$ cat src/sv/edfq_pkg.sv
// package: shared types and constants for the edf ready queue
package edfq_pkg;
  localparam logic [1:0] FUNC_CREATE = 2'd0;
  localparam logic [1:0] FUNC_DONE   = 2'd1;
  localparam logic [1:0] FUNC_TICK   = 2'd2;
  localparam logic [1:0] FUNC_NONE   = 2'd3;
  localparam int unsigned IdW   = 16;
  localparam int unsigned TimeW = 32;
  localparam int unsigned DlW   = 33;
  localparam int unsigned NarW  = 5;

  typedef struct packed {
    logic [1:0]       func;
    logic [TimeW-1:0] now_ms;
    logic [IdW-1:0]   new_task_id;
    logic [TimeW-1:0] relative_deadline;
  } req_t;

  typedef struct packed {
    logic             active_valid;
    logic [IdW-1:0]   active_task;
    logic             create_rejected;
    logic [NarW-1:0]  expired_now;
    logic [NarW-1:0]  running_count;
    logic [TimeW-1:0] overdue_count;
    logic [TimeW-1:0] completed_count;
  } rsp_t;

  // controller to datapath
  typedef struct packed {
    logic load;     // capture request
    logic start;    // begin insert scan / clear position
    logic scan;     // compare one entry for insert position
    logic shift_up; // move one entry (up for insert, down for pop)
    logic place;    // write new entry
    logic pop;      // remove head: decrement fill, count expiry
    logic cnt_done;
    logic cnt_miss;
    logic reject;
    logic result;   // latch response
  } cmd_t;

  // datapath to controller
  typedef struct packed {
    logic [1:0] func;
    logic       empty;
    logic       full;
    logic       scan_end;  // insert position found
    logic       shift_end; // no more entries to move
    logic       head_le;   // head deadline <= now
    logic       head_lt;   // head deadline < now
  } sts_t;
endpackage

$ cat src/sv/edfq_if.sv
// interface: valid/ready channel carrying one payload
interface edfq_if #(parameter type T = logic) ();
  logic valid;
  logic ready;
  T     data;
  modport source (output valid, output data, input ready);
  modport sink (input valid, input data, output ready);
endinterface

$ cat src/sv/edfq_ctrl.sv
// controller: sequences insert, pop and sweep steps
module edfq_ctrl import edfq_pkg::*; (
  input  logic clk_i,
  input  logic rst_ni,
  input  logic in_valid_i,
  output logic in_ready_o,
  output logic out_valid_o,
  input  logic out_ready_i,
  input  sts_t sts_i,
  output cmd_t cmd_o
);
  typedef enum logic [6:0] {
    S_IDLE  = 7'b0000001,
    S_DISP  = 7'b0000010,
    S_SCAN  = 7'b0000100,
    S_SHIFT = 7'b0001000,
    S_POP   = 7'b0010000,
    S_SWEEP = 7'b0100000,
    S_OUT   = 7'b1000000
  } state_e;

  state_e state_q, state_d;
  logic   ov_q, ov_d;
  logic   pop_miss_q, pop_miss_d;

  // a new request enters only once the waiting result is taken
  assign in_ready_o  = (state_q == S_IDLE) && (!ov_q || out_ready_i);
  assign out_valid_o = ov_q;

  always_comb begin
    state_d    = state_q;
    pop_miss_d = pop_miss_q;
    ov_d       = ov_q && !out_ready_i;
    cmd_o      = '0;
    case (state_q)
      S_IDLE: begin
        if (in_valid_i && (!ov_q || out_ready_i)) begin
          cmd_o.load = 1'b1;
          state_d    = S_DISP;
        end
      end
      S_DISP: begin
        case (sts_i.func)
          FUNC_CREATE: begin
            if (sts_i.full) begin
              cmd_o.reject = 1'b1;
              state_d      = S_OUT;
            end else begin
              cmd_o.start = 1'b1;
              state_d     = S_SCAN;
            end
          end
          FUNC_DONE: begin
            if (sts_i.empty) state_d = S_OUT;
            else begin
              cmd_o.start = 1'b1;
              cmd_o.cnt_done = 1'b1;
              pop_miss_d = 1'b0;
              state_d = S_POP;
            end
          end
          FUNC_TICK: begin
            if (!sts_i.empty && sts_i.head_le) begin
              cmd_o.start = 1'b1;
              pop_miss_d = 1'b1;
              state_d = S_POP;
            end else state_d = S_OUT;
          end
          default: state_d = S_OUT;
        endcase
      end
      S_SCAN: begin
        if (sts_i.scan_end) state_d = S_SHIFT;
        else cmd_o.scan = 1'b1;
      end
      S_SHIFT: begin
        if (sts_i.shift_end) begin
          cmd_o.place = 1'b1;
          state_d     = S_OUT;
        end else cmd_o.shift_up = 1'b1;
      end
      S_POP: begin
        if (sts_i.shift_end) begin
          cmd_o.pop      = 1'b1;
          cmd_o.cnt_miss = pop_miss_q;
          state_d        = S_SWEEP;
        end else cmd_o.shift_up = 1'b1;
      end
      S_SWEEP: begin
        if (!sts_i.empty && sts_i.head_lt) begin
          cmd_o.start = 1'b1;
          pop_miss_d  = 1'b1;
          state_d     = S_POP;
        end else state_d = S_OUT;
      end
      S_OUT: begin
        cmd_o.result = 1'b1;
        ov_d         = 1'b1;
        state_d      = S_IDLE;
      end
      default: state_d = S_IDLE;
    endcase
  end

  always_ff @(posedge clk_i or negedge rst_ni) begin
    if (!rst_ni) begin
      state_q    <= S_IDLE;
      ov_q       <= 1'b0;
      pop_miss_q <= 1'b0;
    end else begin
      state_q    <= state_d;
      ov_q       <= ov_d;
      pop_miss_q <= pop_miss_d;
    end
  end
endmodule

$ cat src/sv/edfq_dp.sv
// datapath: sorted task store, walk pointer and counters
module edfq_dp import edfq_pkg::*; #(
  parameter int unsigned Depth = 16
) (
  input  logic clk_i,
  input  logic rst_ni,
  input  req_t req_i,
  input  cmd_t cmd_i,
  output sts_t sts_o,
  output rsp_t rsp_o
);
  localparam int unsigned PtrW = $clog2(Depth + 1);
  localparam int unsigned IdxW = (Depth > 1) ? $clog2(Depth) : 1;

  logic [IdW-1:0]   ids_q [Depth];
  logic [DlW-1:0]   dls_q [Depth];
  logic [PtrW-1:0]  fill_q, pos_q, wp_q;
  logic [TimeW-1:0] miss_q, done_q;
  req_t             req_q;
  rsp_t             rsp_q;
  logic [DlW-1:0]   new_dl;
  logic [DlW-1:0]   now_x;
  logic [4:0]       exp_q;
  logic             rej_q;

  assign new_dl = {1'b0, req_q.now_ms} + {1'b0, req_q.relative_deadline};
  assign now_x  = {1'b0, req_q.now_ms};

  logic [IdxW-1:0] pos_ix, wp_ix, wpm_ix, wpp_ix;
  assign pos_ix = pos_q[IdxW-1:0];
  assign wp_ix  = wp_q[IdxW-1:0];
  assign wpm_ix = IdxW'(wp_q - PtrW'(1));
  assign wpp_ix = IdxW'(wp_q + PtrW'(1));

  assign sts_o.func      = req_q.func;
  assign sts_o.empty     = (fill_q == '0);
  assign sts_o.full      = (fill_q >= PtrW'(Depth));
  assign sts_o.scan_end  = (pos_q == fill_q) || (dls_q[pos_ix] > new_dl);
  // insert walks down from fill to pos; pop walks up from 0 to fill-1
  assign sts_o.shift_end = (req_q.func == FUNC_CREATE) ? (wp_q == pos_q)
                         : (wp_q + PtrW'(1) >= fill_q);
  assign sts_o.head_le   = (dls_q[0] <= now_x);
  assign sts_o.head_lt   = (dls_q[0] < now_x);
  assign rsp_o           = rsp_q;

  always_ff @(posedge clk_i) begin
    if (cmd_i.load) req_q <= req_i;
    if (cmd_i.shift_up) begin
      if (req_q.func == FUNC_CREATE) begin
        ids_q[wp_ix] <= ids_q[wpm_ix];
        dls_q[wp_ix] <= dls_q[wpm_ix];
      end else begin
        ids_q[wp_ix] <= ids_q[wpp_ix];
        dls_q[wp_ix] <= dls_q[wpp_ix];
      end
    end
    if (cmd_i.place) begin
      ids_q[pos_ix] <= req_q.new_task_id;
      dls_q[pos_ix] <= new_dl;
    end
  end

  always_ff @(posedge clk_i or negedge rst_ni) begin
    if (!rst_ni) begin
      fill_q <= '0;
      pos_q  <= '0;
      wp_q   <= '0;
      miss_q <= '0;
      done_q <= '0;
      exp_q  <= '0;
      rej_q  <= 1'b0;
      rsp_q  <= '0;
    end else begin
      if (cmd_i.load) begin
        exp_q <= '0;
        rej_q <= 1'b0;
      end
      if (cmd_i.start) begin
        pos_q <= '0;
        wp_q  <= '0;
      end
      if (cmd_i.scan) begin
        pos_q <= pos_q + PtrW'(1);
        wp_q  <= fill_q;
      end
      if (cmd_i.shift_up) begin
        wp_q <= (req_q.func == FUNC_CREATE) ? wp_q - PtrW'(1) : wp_q + PtrW'(1);
      end
      // scan exits without asserting scan when pos found at 0: fix wp
      if (!cmd_i.scan && !cmd_i.shift_up && sts_o.scan_end
          && req_q.func == FUNC_CREATE && wp_q != fill_q && wp_q == '0
          && pos_q == '0 && cmd_i.place == 1'b0 && !cmd_i.start) begin
        wp_q <= fill_q;
      end
      if (cmd_i.place) fill_q <= fill_q + PtrW'(1);
      if (cmd_i.pop) begin
        fill_q <= fill_q - PtrW'(1);
        if (cmd_i.cnt_miss && exp_q != 5'd31) exp_q <= exp_q + 5'd1;
      end
      if (cmd_i.cnt_miss && miss_q != '1) miss_q <= miss_q + 1'b1;
      if (cmd_i.cnt_done && done_q != '1) done_q <= done_q + 1'b1;
      if (cmd_i.reject) rej_q <= 1'b1;
      if (cmd_i.result) begin
        rsp_q.active_valid    <= (fill_q != '0);
        rsp_q.active_task     <= (fill_q != '0) ? ids_q[0] : '0;
        rsp_q.create_rejected <= rej_q;
        rsp_q.expired_now     <= exp_q;
        rsp_q.running_count   <= (fill_q > PtrW'(31)) ? 5'd31 : 5'(fill_q);
        rsp_q.overdue_count   <= miss_q;
        rsp_q.completed_count <= done_q;
      end
    end
  end
endmodule

$ cat src/sv/edf_ready_queue_unit.sv
// top level: edf ready queue, controller plus datapath
// create scans to the insert position, shifts later entries up, then places; done/tick pop the head and sweep
// throughput: one request at a time; the insert walk and pop shifts set the cost
// one entry moves per cycle; a new request enters once the waiting result is taken
// reset: asynchronous active low; counters and fill clear, store contents undefined
module edf_ready_queue_unit import edfq_pkg::*; #(
  parameter int unsigned QUEUE_DEPTH = 16
) (
  input logic clk_i,
  input logic rst_ni,
  edfq_if.sink   req_if,
  edfq_if.source rsp_if
);
  sts_t sts;
  cmd_t cmd;

  edfq_ctrl u_ctrl (
    .clk_i, .rst_ni,
    .in_valid_i(req_if.valid), .in_ready_o(req_if.ready),
    .out_valid_o(rsp_if.valid), .out_ready_i(rsp_if.ready),
    .sts_i(sts), .cmd_o(cmd)
  );

  edfq_dp #(.Depth(QUEUE_DEPTH)) u_dp (
    .clk_i, .rst_ni, .req_i(req_if.data), .cmd_i(cmd),
    .sts_o(sts), .rsp_o(rsp_if.data)
  );
endmodule

$ cat src/flat_wrapper.sv
// flat-port wrapper written by rule: the top's interface ports become plain ports
module edf_ready_queue_unit_flat import edfq_pkg::*;
#(
  parameter int unsigned QUEUE_DEPTH = 16
)
  (clk_i, rst_ni, req_if_valid, req_if_data, req_if_ready, rsp_if_valid, rsp_if_data, rsp_if_ready);
  edfq_if req_if_i ();
  edfq_if rsp_if_i ();
  input logic clk_i;
  input logic rst_ni;
  input wire logic [$bits(req_if_i.valid)-1:0] req_if_valid;
  input wire logic [$bits(req_if_i.data)-1:0] req_if_data;
  output wire logic [$bits(req_if_i.ready)-1:0] req_if_ready;
  output wire logic [$bits(rsp_if_i.valid)-1:0] rsp_if_valid;
  output wire logic [$bits(rsp_if_i.data)-1:0] rsp_if_data;
  input wire logic [$bits(rsp_if_i.ready)-1:0] rsp_if_ready;
  assign req_if_i.valid = req_if_valid;
  assign req_if_i.data = req_if_data;
  assign req_if_ready = req_if_i.ready;
  assign rsp_if_valid = rsp_if_i.valid;
  assign rsp_if_data = rsp_if_i.data;
  assign rsp_if_i.ready = rsp_if_ready;
  edf_ready_queue_unit #(.QUEUE_DEPTH(QUEUE_DEPTH)) u_core (.clk_i(clk_i), .rst_ni(rst_ni), .req_if(req_if_i), .rsp_if(rsp_if_i));
endmodule
$ cat config.mk
export PLATFORM = sky130hd
export DESIGN_NAME = edf_ready_queue_unit_flat
export DESIGN_NICKNAME = d
export VERILOG_FILES = /design/src/sv/edfq_pkg.sv /design/src/sv/edfq_if.sv /design/src/sv/edfq_ctrl.sv /design/src/sv/edfq_dp.sv /design/src/sv/edf_ready_queue_unit.sv /design/src/flat_wrapper.sv
export SDC_FILE = /design/constraint.sdc
export NUM_CORES = 1
export LEC_CHECK = 0
export ABC_AREA = 1
export BUFFER_PORTS_ARGS = -buffer_cell sky130_fd_sc_hd__buf_2
export CELL_PAD_IN_SITES_DETAIL_PLACEMENT = 1
export CELL_PAD_IN_SITES_GLOBAL_PLACEMENT = 2
export CORE_UTILIZATION = 35
export DETAILED_ROUTE_END_ITERATION = 12
export PLACE_DENSITY_LB_ADDON = 0.1
export RECOVER_POWER = 50
export SLEW_MARGIN = 20
export SYNTH_ARGS = -nofsm -noshare
export SYNTH_HDL_FRONTEND = slang
export SYNTH_SLANG_ARGS = --single-unit
$ cat constraint.sdc
create_clock -name clk_i -period 4.43 [get_ports clk_i]
set_input_delay 0.2215 -clock clk_i [delete_from_list [all_inputs] [get_ports clk_i]]
set_output_delay 0.2215 -clock clk_i [all_outputs]
set_load 0.01 [all_outputs]
* Yosys cells after proc, flatten, opt, wreduce, memory -nomap -nowiden
Memory sizes are Yosys's and may differ from the RTL's.
Index checks and enable logic that the tools add are counted.
** Storage, ports and cells
- RAM bits :: 528
- Output and inout bits :: 3
- Memories kept :: 1
- Word-level logic and storage cells :: 91
- Register bits after elaboration :: 24
- Input bits :: 5
** Operators by class
- Bitwise logic cells :: 1
- Mux-type cells :: 34
- Equality and inequality tests :: 14
- Reduce and logical (&&, ||, !) cells :: 28
- Add/sub/neg operators :: 4
- Order comparisons :: 3
** Memories
- u_core.u_dp.dls_q :: depth 16, bits a word 33, rd ports 3, clocked after Yosys merged registers in 0, write ports 1, line edfq_dp.sv:16 : logic [DlW-1:0] dls_q [Depth];
** Operators by type and width (number)
- $mux W7 :: 6
- $pmux W7 S6 :: 1
- $mux W5 :: 7
- $gt A33 B1 Y1 :: 1
- $lt A33 B1 Y1 const B :: 1
- $mux W33 :: 1
- $reduce_or A33 Y1 :: 1
- $mux W1 :: 17
- $logic_not A5 Y1 :: 3
- $logic_and A1 B1 Y1 :: 11
- $add A5 B1 Y5 const B :: 2
- $eq A5 B5 Y1 :: 2
- $sub A5 B1 Y5 const B :: 2
- $eq A7 B1 Y1 const B :: 1
- $eq A7 B2 Y1 const B :: 1
- $eq A7 B3 Y1 const B :: 1
- $eq A7 B4 Y1 const B :: 1
- $eq A7 B5 Y1 const B :: 1
- $eq A7 B6 Y1 const B :: 1
- $eq A7 B7 Y1 const B :: 1
- $logic_not A1 Y1 :: 6
- $ne A2 B1 Y1 const B :: 3
- $ge A5 B5 Y1 const B :: 1
- $ne A5 B5 Y1 :: 1
- 9 further kinds :: 11

* Depth between registers and ports, before layout
Gate-level depths: netlist of run 1.
An unclocked memory read counts as a cell.
- Depth after elaboration :: 14
- Mapped depth :: 23
- Mapped depth without buffers :: 20

* Cells and area by module
From an unflattened synthesis of run 1, not the netlist that was laid out.
** Second synthesis, totals
- Cells, all modules :: 7637
- Area, all modules :: 63588.5 µm²
** Modules (own cells, without submodules)
- edfq_dp :: seq. area each 30434.2 µm², cells an instance 7535, times used 1, area each 62946.6 µm²
- edfq_ctrl :: seq. area each 226.5 µm², cells an instance 101, times used 1, area each 638.1 µm²
- edf_ready_queue_unit :: seq. area each 0.0 µm², cells an instance 1, times used 1, area each 3.8 µm²

* Worst setup path after synthesis of run 1
Ideal clock, no wire load.
- Kind :: flip-flop to flip-flop
- From :: register u_core.u_dp.wp_q[0]
- To :: memory u_core.u_dp.dls_q[0][10] (data pin)
- Buffers on the path :: 6
- Required time :: 4.128 ns
- Clock period less this slack :: 3.514 ns
- Arrival :: 3.211 ns
- Cell stages (with the launch flop) :: 14
- Library setup time :: 0.302 ns
- Slack :: 0.916 ns
- Path through :: dfrtp_1 > buf_2 > clkinv_1 > clkbuf_1 > buf_1 > ha_1 > clkbuf_1 > clkinv_1 > clkbuf_1 > clkbuf_1 > a211oi_1 > o311ai_0 > nand2_1 > a31oi_1
** On the way
- Longest elaborated chain between the ends :: 7
- Elaborated cells between the ends (all ways) :: 9
- Those cells by class :: add/sub (1); eq/ne (1); mux (5); reduce/logical (1); memory (1)
** Ends and longest elaborated chain
- from (decl) :: line edfq_dp.sv:17 : logic [PtrW-1:0] fill_q, pos_q, wp_q;
- from (signal assigned) :: line edfq_dp.sv:84 : wp_q <= fill_q;
- from (signal assigned) :: line edfq_dp.sv:87 : wp_q <= (req_q.func == FUNC_CREATE) ? wp_q - PtrW'(1) : wp_q + PtrW'(1);
- from (signal assigned) :: line edfq_dp.sv:93 : wp_q <= fill_q;
- parallel branches: the longest is 6 deep, another holds $mem_v2 Z16 W33
- $mux W33 (no line) *
- to (decl) :: line edfq_dp.sv:16
Mark *: on every way between the ends.

* Worst setup path after layout of run 1
- From :: register u_core.u_ctrl.state_q[1]
- To :: memory u_core.u_dp.dls_q[0][19], enable pin
** On the way
- Longest elaborated chain between the ends :: 6
- Elaborated cells between the ends (all ways) :: 12
- Those cells by class :: eq/ne (2); mux (8); reduce/logical (2)
** Ends and longest elaborated chain
- from (decl) :: line edfq_ctrl.sv:22 : state_e state_q, state_d;
- from (signal assigned) :: line edfq_ctrl.sv:111 : state_q <= state_d;
- $eq A7 B4 Y1 / $eq A7 B5 Y1 (equally long branches) :: line edfq_ctrl.sv:35 : case (state_q)
- $mux W1 / $reduce_or A2 Y1 (equally long branches)
- $mux W1
- $mux W1 (on tied branches) :: line edfq_dp.sv:59, edfq_dp.sv:48
- $reduce_or A33 Y1 (no line) / $mux W1 (equally long branches)
- $mux W4 (no line) / $mux W1 (equally long branches)
Parallel ways exist; a longest one is shown, timed or not.

==> results.yml, run 1 <==
critical_path:
  crit_path_start_kind: "flop"
  critical_path_class: "flop to flop"
  cp-end-kind: "flop"
  arrival_ns: 4.26
  worstPathMaxFanout: 23
  critPathMostFrequentCell: "nor2_1"
  cp_cell_sequence: "nor2_1 > inv_1 > nor4_2 > nand3_1 > nor2_1 > buf_12"
  cpPeakStageDelay_ns: 1.54
  cp_slowest_cell: "nor2_1"
  crit_required_ns: 4.71
sta:
  fin_setup_tns_ns: 0
  final-hold-violation-count: 0
  tightest_slew_ns: 1.92
  rsz0062_at_grt: "false"
  max_freq_mhz: 251
  fin_crit_ns: 3.98
  finalSetupViolCount: 0
  skew_ns: 0.0290
  slew-limit-headroom: -0.283
  period_share: 0.898
  drv_slew: 22
clocking:
  postCtsSetupRepairBufs: 0
  path_clk_slew_ns: 0.06
  cts-root-buf: "clkbuf_16"
  postCtsHoldBufs: 4
  cts.htree.levels: 3
  cts_sinks: 550
  cts_tree: "yes"
  cts_made_buffers: 66
  cts_buffer_depth: 3
  cts_resized: 0
  clock_latency_ns: 0.61
yosys:
  synth.distinct_cells: 48
  postSynthCellCount: 2597
  synthArstFlopShare: 0.0382
  synth_edf_count: 529
  ys.flop_type: "edfxtp_1"
  ys.warnings.count: 0
  synth_most_common_cell: "edfxtp_1"
  synth-seq-cells: 550
  yosysSeqAreaShare: 0.633
  synth_area_leaders: "edfxtp_1 61%, nand2_1 6.0%, o21ai_0 5.1%"
  synth_area_per_cell_um2: 9.99
  syn-num-nets: 2607
  synth_area_um2: 25900
  ys_top_cells_by_count: "529 x edfxtp_1, 416 x nand2_1, 292 x inv_1"
  yosys.area.top_type_share: 0.612
  synth_area_leader_cell: "edfxtp_1"
grt:
  antenna_found_initial: 0
  track_usage: 0.240
  grt_pass1_vias: 20200
  grt_pass1_wl_um: 133000
  grt_max_degree: 204
  gr-total-overflow: 0
routing:
  dr.first_iter.drc_count: 1243
  first_pass_iters: 9
  drc: 4
  ant_nets: 0
  drt-wirelength-per-cell_um: 24.6
  routed_wl_um: 89100
  num_vias: 19300
  vias_per_cell: 5.35
power:
  cellLeakagePower_uw: 0.0110
  ir_worst_vdd_uv: 620
  power_density_nw_per_um2: 772
  p_total_uw: 22700
die:
  die_w_um: 274
  rows: 99
  die_area_um2: 75200
  num_io_pins: 8
  start_util: 0.355
  core-area_um2: 73100
  die_height_um: 274
place:
  place.detailed.hpwl_um: 54900
  numPortBuffers: 6
  place_inst: 3505
  gp_congestion: 0.819
finish:
  multiInputGateArea_um2: 7760
  fin_nets: 2628
  num-fill-cells: 8166
  ff_latch_area_um2: 16400
  drive_above_1_share: 0.0745
  stdcell_count: 3616
  area_delta_synth_final_pct: 13.4
  antenna_cells: 0
  final_core_util: 0.402
status:
  outcome: "complete, but fails checks"
  violations: "DRC, capacitance limit, slew limit"
flow_run:
  drv_cap: 2
worst_hold_path:
  worst_hold_path_type: "primary input to flop"
## layer usage
| metal | vias to the layer above | part of all wire | global-route usage | wire [µm] |
|---|---|---|---|---|
| li1 | 9085 | - | - | - |
| met5 | - | 0 | 0 | 0 |
| met4 | 0 | 0.023 | 0.0588 | 2020 |
| met3 | 113 | 0.027 | 0.0261 | 2450 |
| met1 | 9818 | 0.47 | 0.329 | 42000 |
| met2 | 316 | 0.48 | 0.404 | 42600 |
## report_power, final
| group | total (µW) | switching [µW] | internal, µW |
|---|---|---|---|
| sequential | 8690 | 58.2 | 8640 |
| combinational | 8940 | 6740 | 2190 |
| clock | 5080 | 2140 | 2940 |
## critical path: cells and delay by family (launching register included)
family	cells	cell delay, ns
buffers and inverters	2	0.39
DFF	1	0.39
and+or+nand+nor	4	2.83
## path summary, 6_finish.rpt
| path | start | to | slack, ns | depth (start not counted) |
|---|---|---|---|---|
| min in group asynchronous | rst_ni | u_core.u_dp.pos_q[4] | 0.44 | 2 |
| hold reg to reg | u_core.u_dp.fill_q[2] | u_core.u_dp.fill_q[2] | 0.60 | 1 |
| setup / recovery | u_core.u_ctrl.state_q[1] | u_core.u_dp.dls_q[0][19] | 0.45 | 6 |
| setup reg to reg | u_core.u_ctrl.state_q[1] | u_core.u_dp.dls_q[0][19] | 0.45 | 6 |
| max in group asynchronous | rst_ni | u_core.u_dp.pos_q[0] | 3.06 | 2 |
| hold / removal | req_if_data | u_core.u_dp.req_q[0] | 0.33 | 2 |
## logic make-up (layout without fill, tap and decap cells)
group                      count (synthesis)  in the layout  synth area share
DFF                                      550            550             0.633
buffers and inverters                    461            521            0.0726
xor gates and xnor gates                  13             13           0.00439
AOI/OAI and AO/OA                        632            632             0.134
other                                      1              1          0.000145
and+or+nand+nor                          935            935             0.154
adders and majority gates                  5              5           0.00241
## state kept, by name, summed over array words and instances, names as in the netlist
signal	cells
u_core.u_dp.dls_q	528
u_core.u_ctrl.state_q	5
u_core.u_dp.fill_q	5
u_core.u_dp.pos_q	5
u_core.u_ctrl.out_valid_o	1
u_core.u_dp.req_q	1
u_core.u_dp.wp_q	5
## placed cells by master (no fill, tap or decap), drive strengths merged, types with 8 or more instances in the layout
cell type  synthesis  layout
clkinv             5      24
or2               11      11
nand3b            10      10
edfxtp           529     529
a21oi            239     239
dfrtp             20      20
nor2             220     220
nor3               8       8
nand3            248     248
a31oi             32      32
a211oi            22      22
xor2               8       8
nand4             13      13
inv              298     302
a221oi            10      10
o21ai            277     277
buf               56      69
clkbuf           102     120
o211ai            14      14
nand2            421     421
o311ai            17      17
## final cells by class
| cell class | count | area share |
|---|---|---|
| flip-flops and latches | 550 | 0.558 |
| multi-input cells | 1586 | 0.264 |
| clock buffers | 82 | 0.0607 |
| well taps | 959 | 0.0408 |
| inverters | 303 | 0.0388 |
| repair buffers | 111 | 0.0319 |
| clock inverters | 25 | 0.00557 |
## metrics by stage
step | setup slack [ns] | hold slack, ns | area [µm²]
6_report | 0.450 | 0.328 | 29400
5_1_grt | 0.322 | 0.323 | 29400
4_1_cts | 0.822 | 0.183 | 29600
3_5_place_dp | 0.854 | 0.246 | 27600
3_3_place_gp | 0.909 | 0.246 | 27600
2_1_floorplan | 0.916 | -0.0741 | 25900
No activity file was read; power rests on OpenSTA's default activity.
==> inputs of run 2 (changes only) <==
--- a/config.mk
+++ b/config.mk
@@ -5,7 +5,6 @@
 export SDC_FILE = /design/constraint.sdc
 export NUM_CORES = 1
 export LEC_CHECK = 0
-export ABC_AREA = 1
 export BUFFER_PORTS_ARGS = -buffer_cell sky130_fd_sc_hd__buf_2
 export CELL_PAD_IN_SITES_DETAIL_PLACEMENT = 1
 export CELL_PAD_IN_SITES_GLOBAL_PLACEMENT = 2
==> results.yml, run 2 <==
status:
  outcome: "complete, but fails checks"
  violations: "capacitance limit, slew limit"
sta:
  tightest_slew_ns: 1.87
  skew_ns: 0.0287
  period_share: 0.912
  final-hold-violation-count: 0
  max_freq_mhz: 247
  fin_setup_tns_ns: 0
  slew-limit-headroom: -0.251
  finalSetupViolCount: 0
  rsz0062_at_grt: "false"
  fin_crit_ns: 4.04
  drv_slew: 59
  fin_hold_ws_ns: 0.318
routing:
  first_pass_iters: 7
  dr.first_iter.drc_count: 924
  topRoutingLayerUsed: "met4"
  wl_met1_um: 32700
  drt-wirelength-per-cell_um: 31.7
  routed_wl_um: 73600
  num_vias: 13300
  dr_wl_met2_um: 36400
  vias_per_cell: 5.73
  met3_length_um: 2950
  ant_nets: 0
  drc: 0
critical_path:
  ff2ff_path_depth: 11
  crit_required_ns: 4.95
  worstPathMaxFanout: 26
  cp_cell_sequence: "buf_4 > nor3_1 > a211oi_1 > a2111oi_0 > buf_4 > a211oi_1 > a21oi_1 > a32oi_1 > or2_1 > and2_4 > a211o_1"
  cpLargestDelayFamily: "compound AO/OA/AOI/OAI gates"
  crit_path_start_kind: "flop"
  cp_slowest_cell: "a2111oi_0"
  critical_path_class: "flop to flop"
  worst-r2r-setup-slack_ns: 0.39
  cp-end-kind: "flop"
  worst-path-buf-inv: 2
  arrival_ns: 4.56
  cpPeakStageDelay_ns: 0.79
  cp.depth: 11
yosys:
  synth_area_leader_cell: "edfxtp_1"
  ys.flop_type: "edfxtp_1"
  synth_area_leaders: "edfxtp_1 68%, mux4_2 13%, a211oi_1 2.4%"
  synth_area_um2: 23500
  ys.warnings.count: 0
  synth_edf_count: 529
  synth.distinct_cells: 62
  synth_area_per_cell_um2: 17.6
  synth_most_common_cell: "edfxtp_1"
  yosysSeqAreaShare: 0.697
  syn-num-nets: 1348
  synthArstFlopShare: 0.0382
  ys_top_cells_by_count: "529 x edfxtp_1, 140 x mux4_2, 85 x nor4_1"
  postSynthCellCount: 1338
  yosys.area.top_type_share: 0.675
  synth-seq-cells: 550
finish:
  final_common_cell: "edfxtp_1"
  regMostFlops: "u_core.u_dp.dls_q"
  drive_above_1_share: 0.231
  antenna_cells: 0
  mostFrequentLayoutCells: "529 x edfxtp_1, 140 x mux4_2, 85 x nor4_1"
  fin_nets: 1420
  area_delta_synth_final_pct: 15.5
  largest_reg_flops: 528
die:
  die_w_um: 261
  num_io_pins: 8
  die_area_um2: 68300
  die_height_um: 261
  core-area_um2: 66100
  rows: 94
  start_util: 0.356
clocking:
  cts_buffer_depth: 3
  cts_made_buffers: 61
  cts_tree: "yes"
  path_clk_slew_ns: 0.06
  cts-root-buf: "clkbuf_16"
  cts.htree.levels: 2
  cts_sinks: 550
  cts_resized: 0
  postCtsSetupRepairBufs: 0
  clock_latency_ns: 0.65
power:
  power_density_nw_per_um2: 534
  seqPwrFrac: 0.458
  ir_worst_vdd_uv: 353
  cellLeakagePower_uw: 0.00815
  p_int_uw: 10500
  p_sw_uw: 4040
  switching_share: 0.278
  p_clk_frac: 0.340
  p_comb_frac: 0.202
place:
  gp_congestion: 0.801
  place.detailed.hpwl_um: 50400
  numPortBuffers: 6
grt:
  gr-total-overflow: 0
  grt_pass1_wl_um: 107000
  grt_max_degree: 83
  track_usage: 0.220
  grt_pass1_vias: 14200
  antenna_found_initial: 1
worst_hold_path:
  worst_hold_path_type: "primary input to flop"
  worstHoldPathCells: 2
flow_run:
  drv_cap: 3
[run 2: cell types whose count changed after synthesis, moves of 49 or more]
| cell | delta |
|---|---|
| a211oi_1 | +54 |
| a21oi_1 | -211 |
| clkbuf_1 | -49 |
| inv_1 | -284 |
| mux4_2 | +140 |
| nand2_1 | -381 |
| nand3_1 | -222 |
| nor2_1 | -165 |
| nor4_1 | +84 |
| o21ai_0 | -252 |
[run 2: worst reg2reg max path, stage by stage (launching register included)]
cell       delay, ns
dfrtp_1         0.51
buf_4           0.32
nor3_1          0.47
a211oi_1        0.16
a2111oi_0       0.79
buf_4           0.27
a211oi_1        0.05
a21oi_1         0.22
a32oi_1         0.22
or2_1           0.42
and2_4          0.22
a211o_1         0.28
[run 2: cell families after synthesis]
| family | synth area share |
|---|---|
| mux | 0.151 |
| fa+ha+maj | 0.00266 |
| buf+inv | 0.0160 |
| compound gates | 0.0481 |
| other cells | 0.000159 |
| simple gates | 0.0765 |
| xor+xnor | 0.00819 |
| flops | 0.697 |
[run 2: final timing paths]
check | from | endpoint
max | u_core.u_dp.pos_q[0] | u_core.u_dp.pos_q[4]
min reg2reg | u_core.u_ctrl.state_q[2] | u_core.u_ctrl.state_q[0]
min in group asynchronous | rst_ni | u_core.u_ctrl.state_q[1]
max in group asynchronous | rst_ni | u_core.u_dp.pos_q[1]
min | req_if_data | u_core.u_dp.req_q[0]
max reg2reg | u_core.u_dp.pos_q[0] | u_core.u_dp.pos_q[4]
[run 2: timing repair]
item	in CTS	in global routing
hold endpoints to repair	26	0
endpoints found under the setup margin	0	0
hold buffers	4	0
[run 2: power groups by stage]
stage / combinational, µW / sequential, µW / clock, µW
after floorplan: 1640 / 6750 / 0
after global placement: 2880 / 6770 / 0
after detailed placement: 2950 / 6760 / 0
after CTS: 2970 / 6650 / 5070
after global routing: 3190 / 6660 / 5240
final: 2930 / 6650 / 4940
[run 2: area by class of cell]
cell class / instances / area, µm²
clock buffers: 73 / 1570
clock inverters: 41 / 369
fillers: 6409 / 38900
inverters: 9 / 33.8
multi-input cells: 695 / 6990
flip-flops and latches: 550 / 16400
well taps: 864 / 1080
repair buffers: 93 / 732
[run 2: through the flow]
stage,area [µm²],std cells,util,power (µW),worst slack (ns)
global placement,25200,2206,0.382,9650,0.468
floorplan,23500,1338,-,8390,0.0267
detailed placement,25300,2207,0.382,9710,0.507
finish,27200,2325,0.411,14500,0.388
global route,27200,2325,0.411,15100,0.206
CTS,27300,2325,0.412,14700,0.468
[run 2: routing by layer]
| layer | vias to the layer above | GRT usage |
|---|---|---|
| li1 | 5757 | - |
| met1 | 7200 | 0.300 |
| met2 | 280 | 0.372 |
| met3 | 87 | 0.0308 |
| met4 | 0 | 0.0567 |
| met5 | - | 0 |
==> inputs of run 3 (changes only) <==
--- a/config.mk
+++ b/config.mk
@@ -8,9 +8,10 @@
 export BUFFER_PORTS_ARGS = -buffer_cell sky130_fd_sc_hd__buf_2
 export CELL_PAD_IN_SITES_DETAIL_PLACEMENT = 1
 export CELL_PAD_IN_SITES_GLOBAL_PLACEMENT = 2
+export CORE_ASPECT_RATIO = 1.75
 export CORE_UTILIZATION = 35
 export DETAILED_ROUTE_END_ITERATION = 12
-export PLACE_DENSITY_LB_ADDON = 0.1
+export PLACE_DENSITY = 0.58
 export RECOVER_POWER = 50
 export SLEW_MARGIN = 20
 export SYNTH_ARGS = -nofsm -noshare
==> results.yml, run 3 (synthesis results as in run 2) <==
status:
  violations: "capacitance limit, slew limit"
  outcome: "complete, but fails checks"
routing:
  ant_nets: 0
  drt-wirelength-per-cell_um: 32.0
  routed_wl_um: 74900
  vias_per_cell: 5.72
  first_pass_iters: 5
  drc: 0
  num_vias: 13400
  dr.first_iter.drc_count: 843
die:
  die_w_um: 198
  num_io_pins: 8
  rows: 125
  start_util: 0.354
  die_height_um: 345
  die_area_um2: 68300
  core-area_um2: 66500
finish:
  drive_above_1_share: 0.234
  largest_reg_flops: 528
  ff_latch_area_um2: 16400
  finalInstanceArea_um2: 27000
  multiInputGateArea_um2: 6940
  fin_nets: 1428
  area_delta_synth_final_pct: 14.8
  mostFrequentLayoutCells: "529 x edfxtp_1, 140 x mux4_2, 85 x nor4_1"
  regMostFlops: "u_core.u_dp.dls_q"
  final_common_cell: "edfxtp_1"
  num-fill-cells: 6431
  antenna_cells: 0
sta:
  rsz0062_at_grt: "false"
  skew_ns: 0.0205
  final-hold-violation-count: 0
  period_share: 0.935
  drv_slew: 149
  fin_setup_tns_ns: 0
  tightest_slew_ns: 2.69
  fin_crit_ns: 4.14
  setup_ws_ns: 0.286
  slew-limit-headroom: -0.802
  max_freq_mhz: 241
  finalSetupViolCount: 0
grt:
  gr-total-overflow: 0
  grt_max_degree: 85
  grt_pass1_vias: 15000
  track_usage: 0.224
  antenna_found_initial: 0
  grt_pass1_wl_um: 108000
clocking:
  cts_sinks: 550
  cts.htree.levels: 2
  cts-root-buf: "clkbuf_16"
  cts_buffer_depth: 3
  cts_resized: 0
  cts_tree: "yes"
  cts_made_buffers: 53
  path_clk_slew_ns: 0.06
  clock_latency_ns: 0.61
place:
  gp_congestion: 0.861
  dp_slack_ns: 0.304
  place_area_um2: 25500
  place.detailed.hpwl_um: 53300
  numPortBuffers: 6
critical_path:
  endpoint: "u_core.u_dp.wp_q[2]"
  arrival_ns: 4.61
  setup.worst_path.start: "u_core.u_dp.pos_q[1]"
  crit_required_ns: 4.90
  ff2ff_path_depth: 10
  worstPathMaxFanout: 22
  cp-end-kind: "flop"
  crit_path_start_kind: "flop"
  timing.rr.start: "u_core.u_dp.pos_q[1]"
  worstReg2RegEnd: "u_core.u_dp.wp_q[2]"
  worst-r2r-setup-slack_ns: 0.29
  critical_path_class: "flop to flop"
power:
  p_total_uw: 14200
  cellLeakagePower_uw: 0.00807
  ir_worst_vdd_uv: 241
  power_density_nw_per_um2: 526
worst_hold_path:
  worstHoldStart: "req_if_data"
  worst_hold_path_type: "primary input to flop"
flow_run:
  drv_cap: 8
run 3: cell types whose count changed in the layout (fill, tap and decap cells not counted), moves of 3 or more:
cell | before | now
buf_4 | 53 | 70
clkinv_1 | 20 | 6
clkbuf_16 | 61 | 55
a211oi_4 | 7 | 2
clkbuf_1 | 23 | 27
a211oi_2 | 11 | 14
nor2_1 | 44 | 47
nor2_2 | 3 | 0
run 3: what timing repair did:
action	in CTS	in global routing
buffers inserted	0	0
endpoints found under the hold margin	26	0
endpoints found under the setup margin	0	0
hold buffers	4	0
run 3: worst max-delay path, cell delays in order, from the launching register on:
cell and delay [ns]:
dfrtp_2 0.62, buf_4 0.32, o311ai_0 0.90, o21ai_0 0.24, o21ai_0 0.33, nand4_1 0.15, nor4_1 0.34, a32oi_1 0.22
o22ai_2 0.43, o22ai_1 0.15, a221o_1 0.31
run 3: metrics by stage:
| step | utilization | hold slack [ns] | cells |
|---|---|---|---|
| floorplan | - | -0.0741 | 1338 |
| global placement | 0.383 | 0.216 | 2248 |
| detailed placement | 0.383 | 0.224 | 2248 |
| CTS | 0.409 | 0.111 | 2345 |
| global route | 0.406 | 0.345 | 2345 |
| finish | 0.406 | 0.351 | 2345 |
run 3: worst min-delay path by stage:
stage,slack (ns),end,depth (start not counted)
detailed placement,0.22,u_core.u_ctrl.out_valid_o,1
global placement,0.22,u_core.u_ctrl.state_q[3],1
floorplan,-0.07,u_core.u_ctrl.out_valid_o,0
global route,0.35,u_core.u_dp.req_q[0],2
CTS,0.11,u_core.u_dp.wp_q[4],2
finish,0.35,u_core.u_dp.req_q[0],2
run 3: where the power goes:
group	switching (µW)	internal [µW]
logic	2020	1080
registers	36.6	6600
clock network	1980	2500
run 3: metal layers:
metal | wire (µm) | up-vias | global-route usage
li1 | - | 5762 | -
met1 | 26900 | 7281 | 0.240
met2 | 42400 | 251 | 0.432
met3 | 1840 | 131 | 0.0207
met4 | 3790 | 0 | 0.106
met5 | 0 | - | 0
run 3: cell type report:
class                           count  area share
Clock inverter                     22     0.00801
Timing Repair Buffer              109      0.0319
Tap cell                          889      0.0412
Sequential cell                   550       0.608
Multi-Input combinational cell    695       0.257
Clock buffer                       71      0.0532
Inverter                            9     0.00125
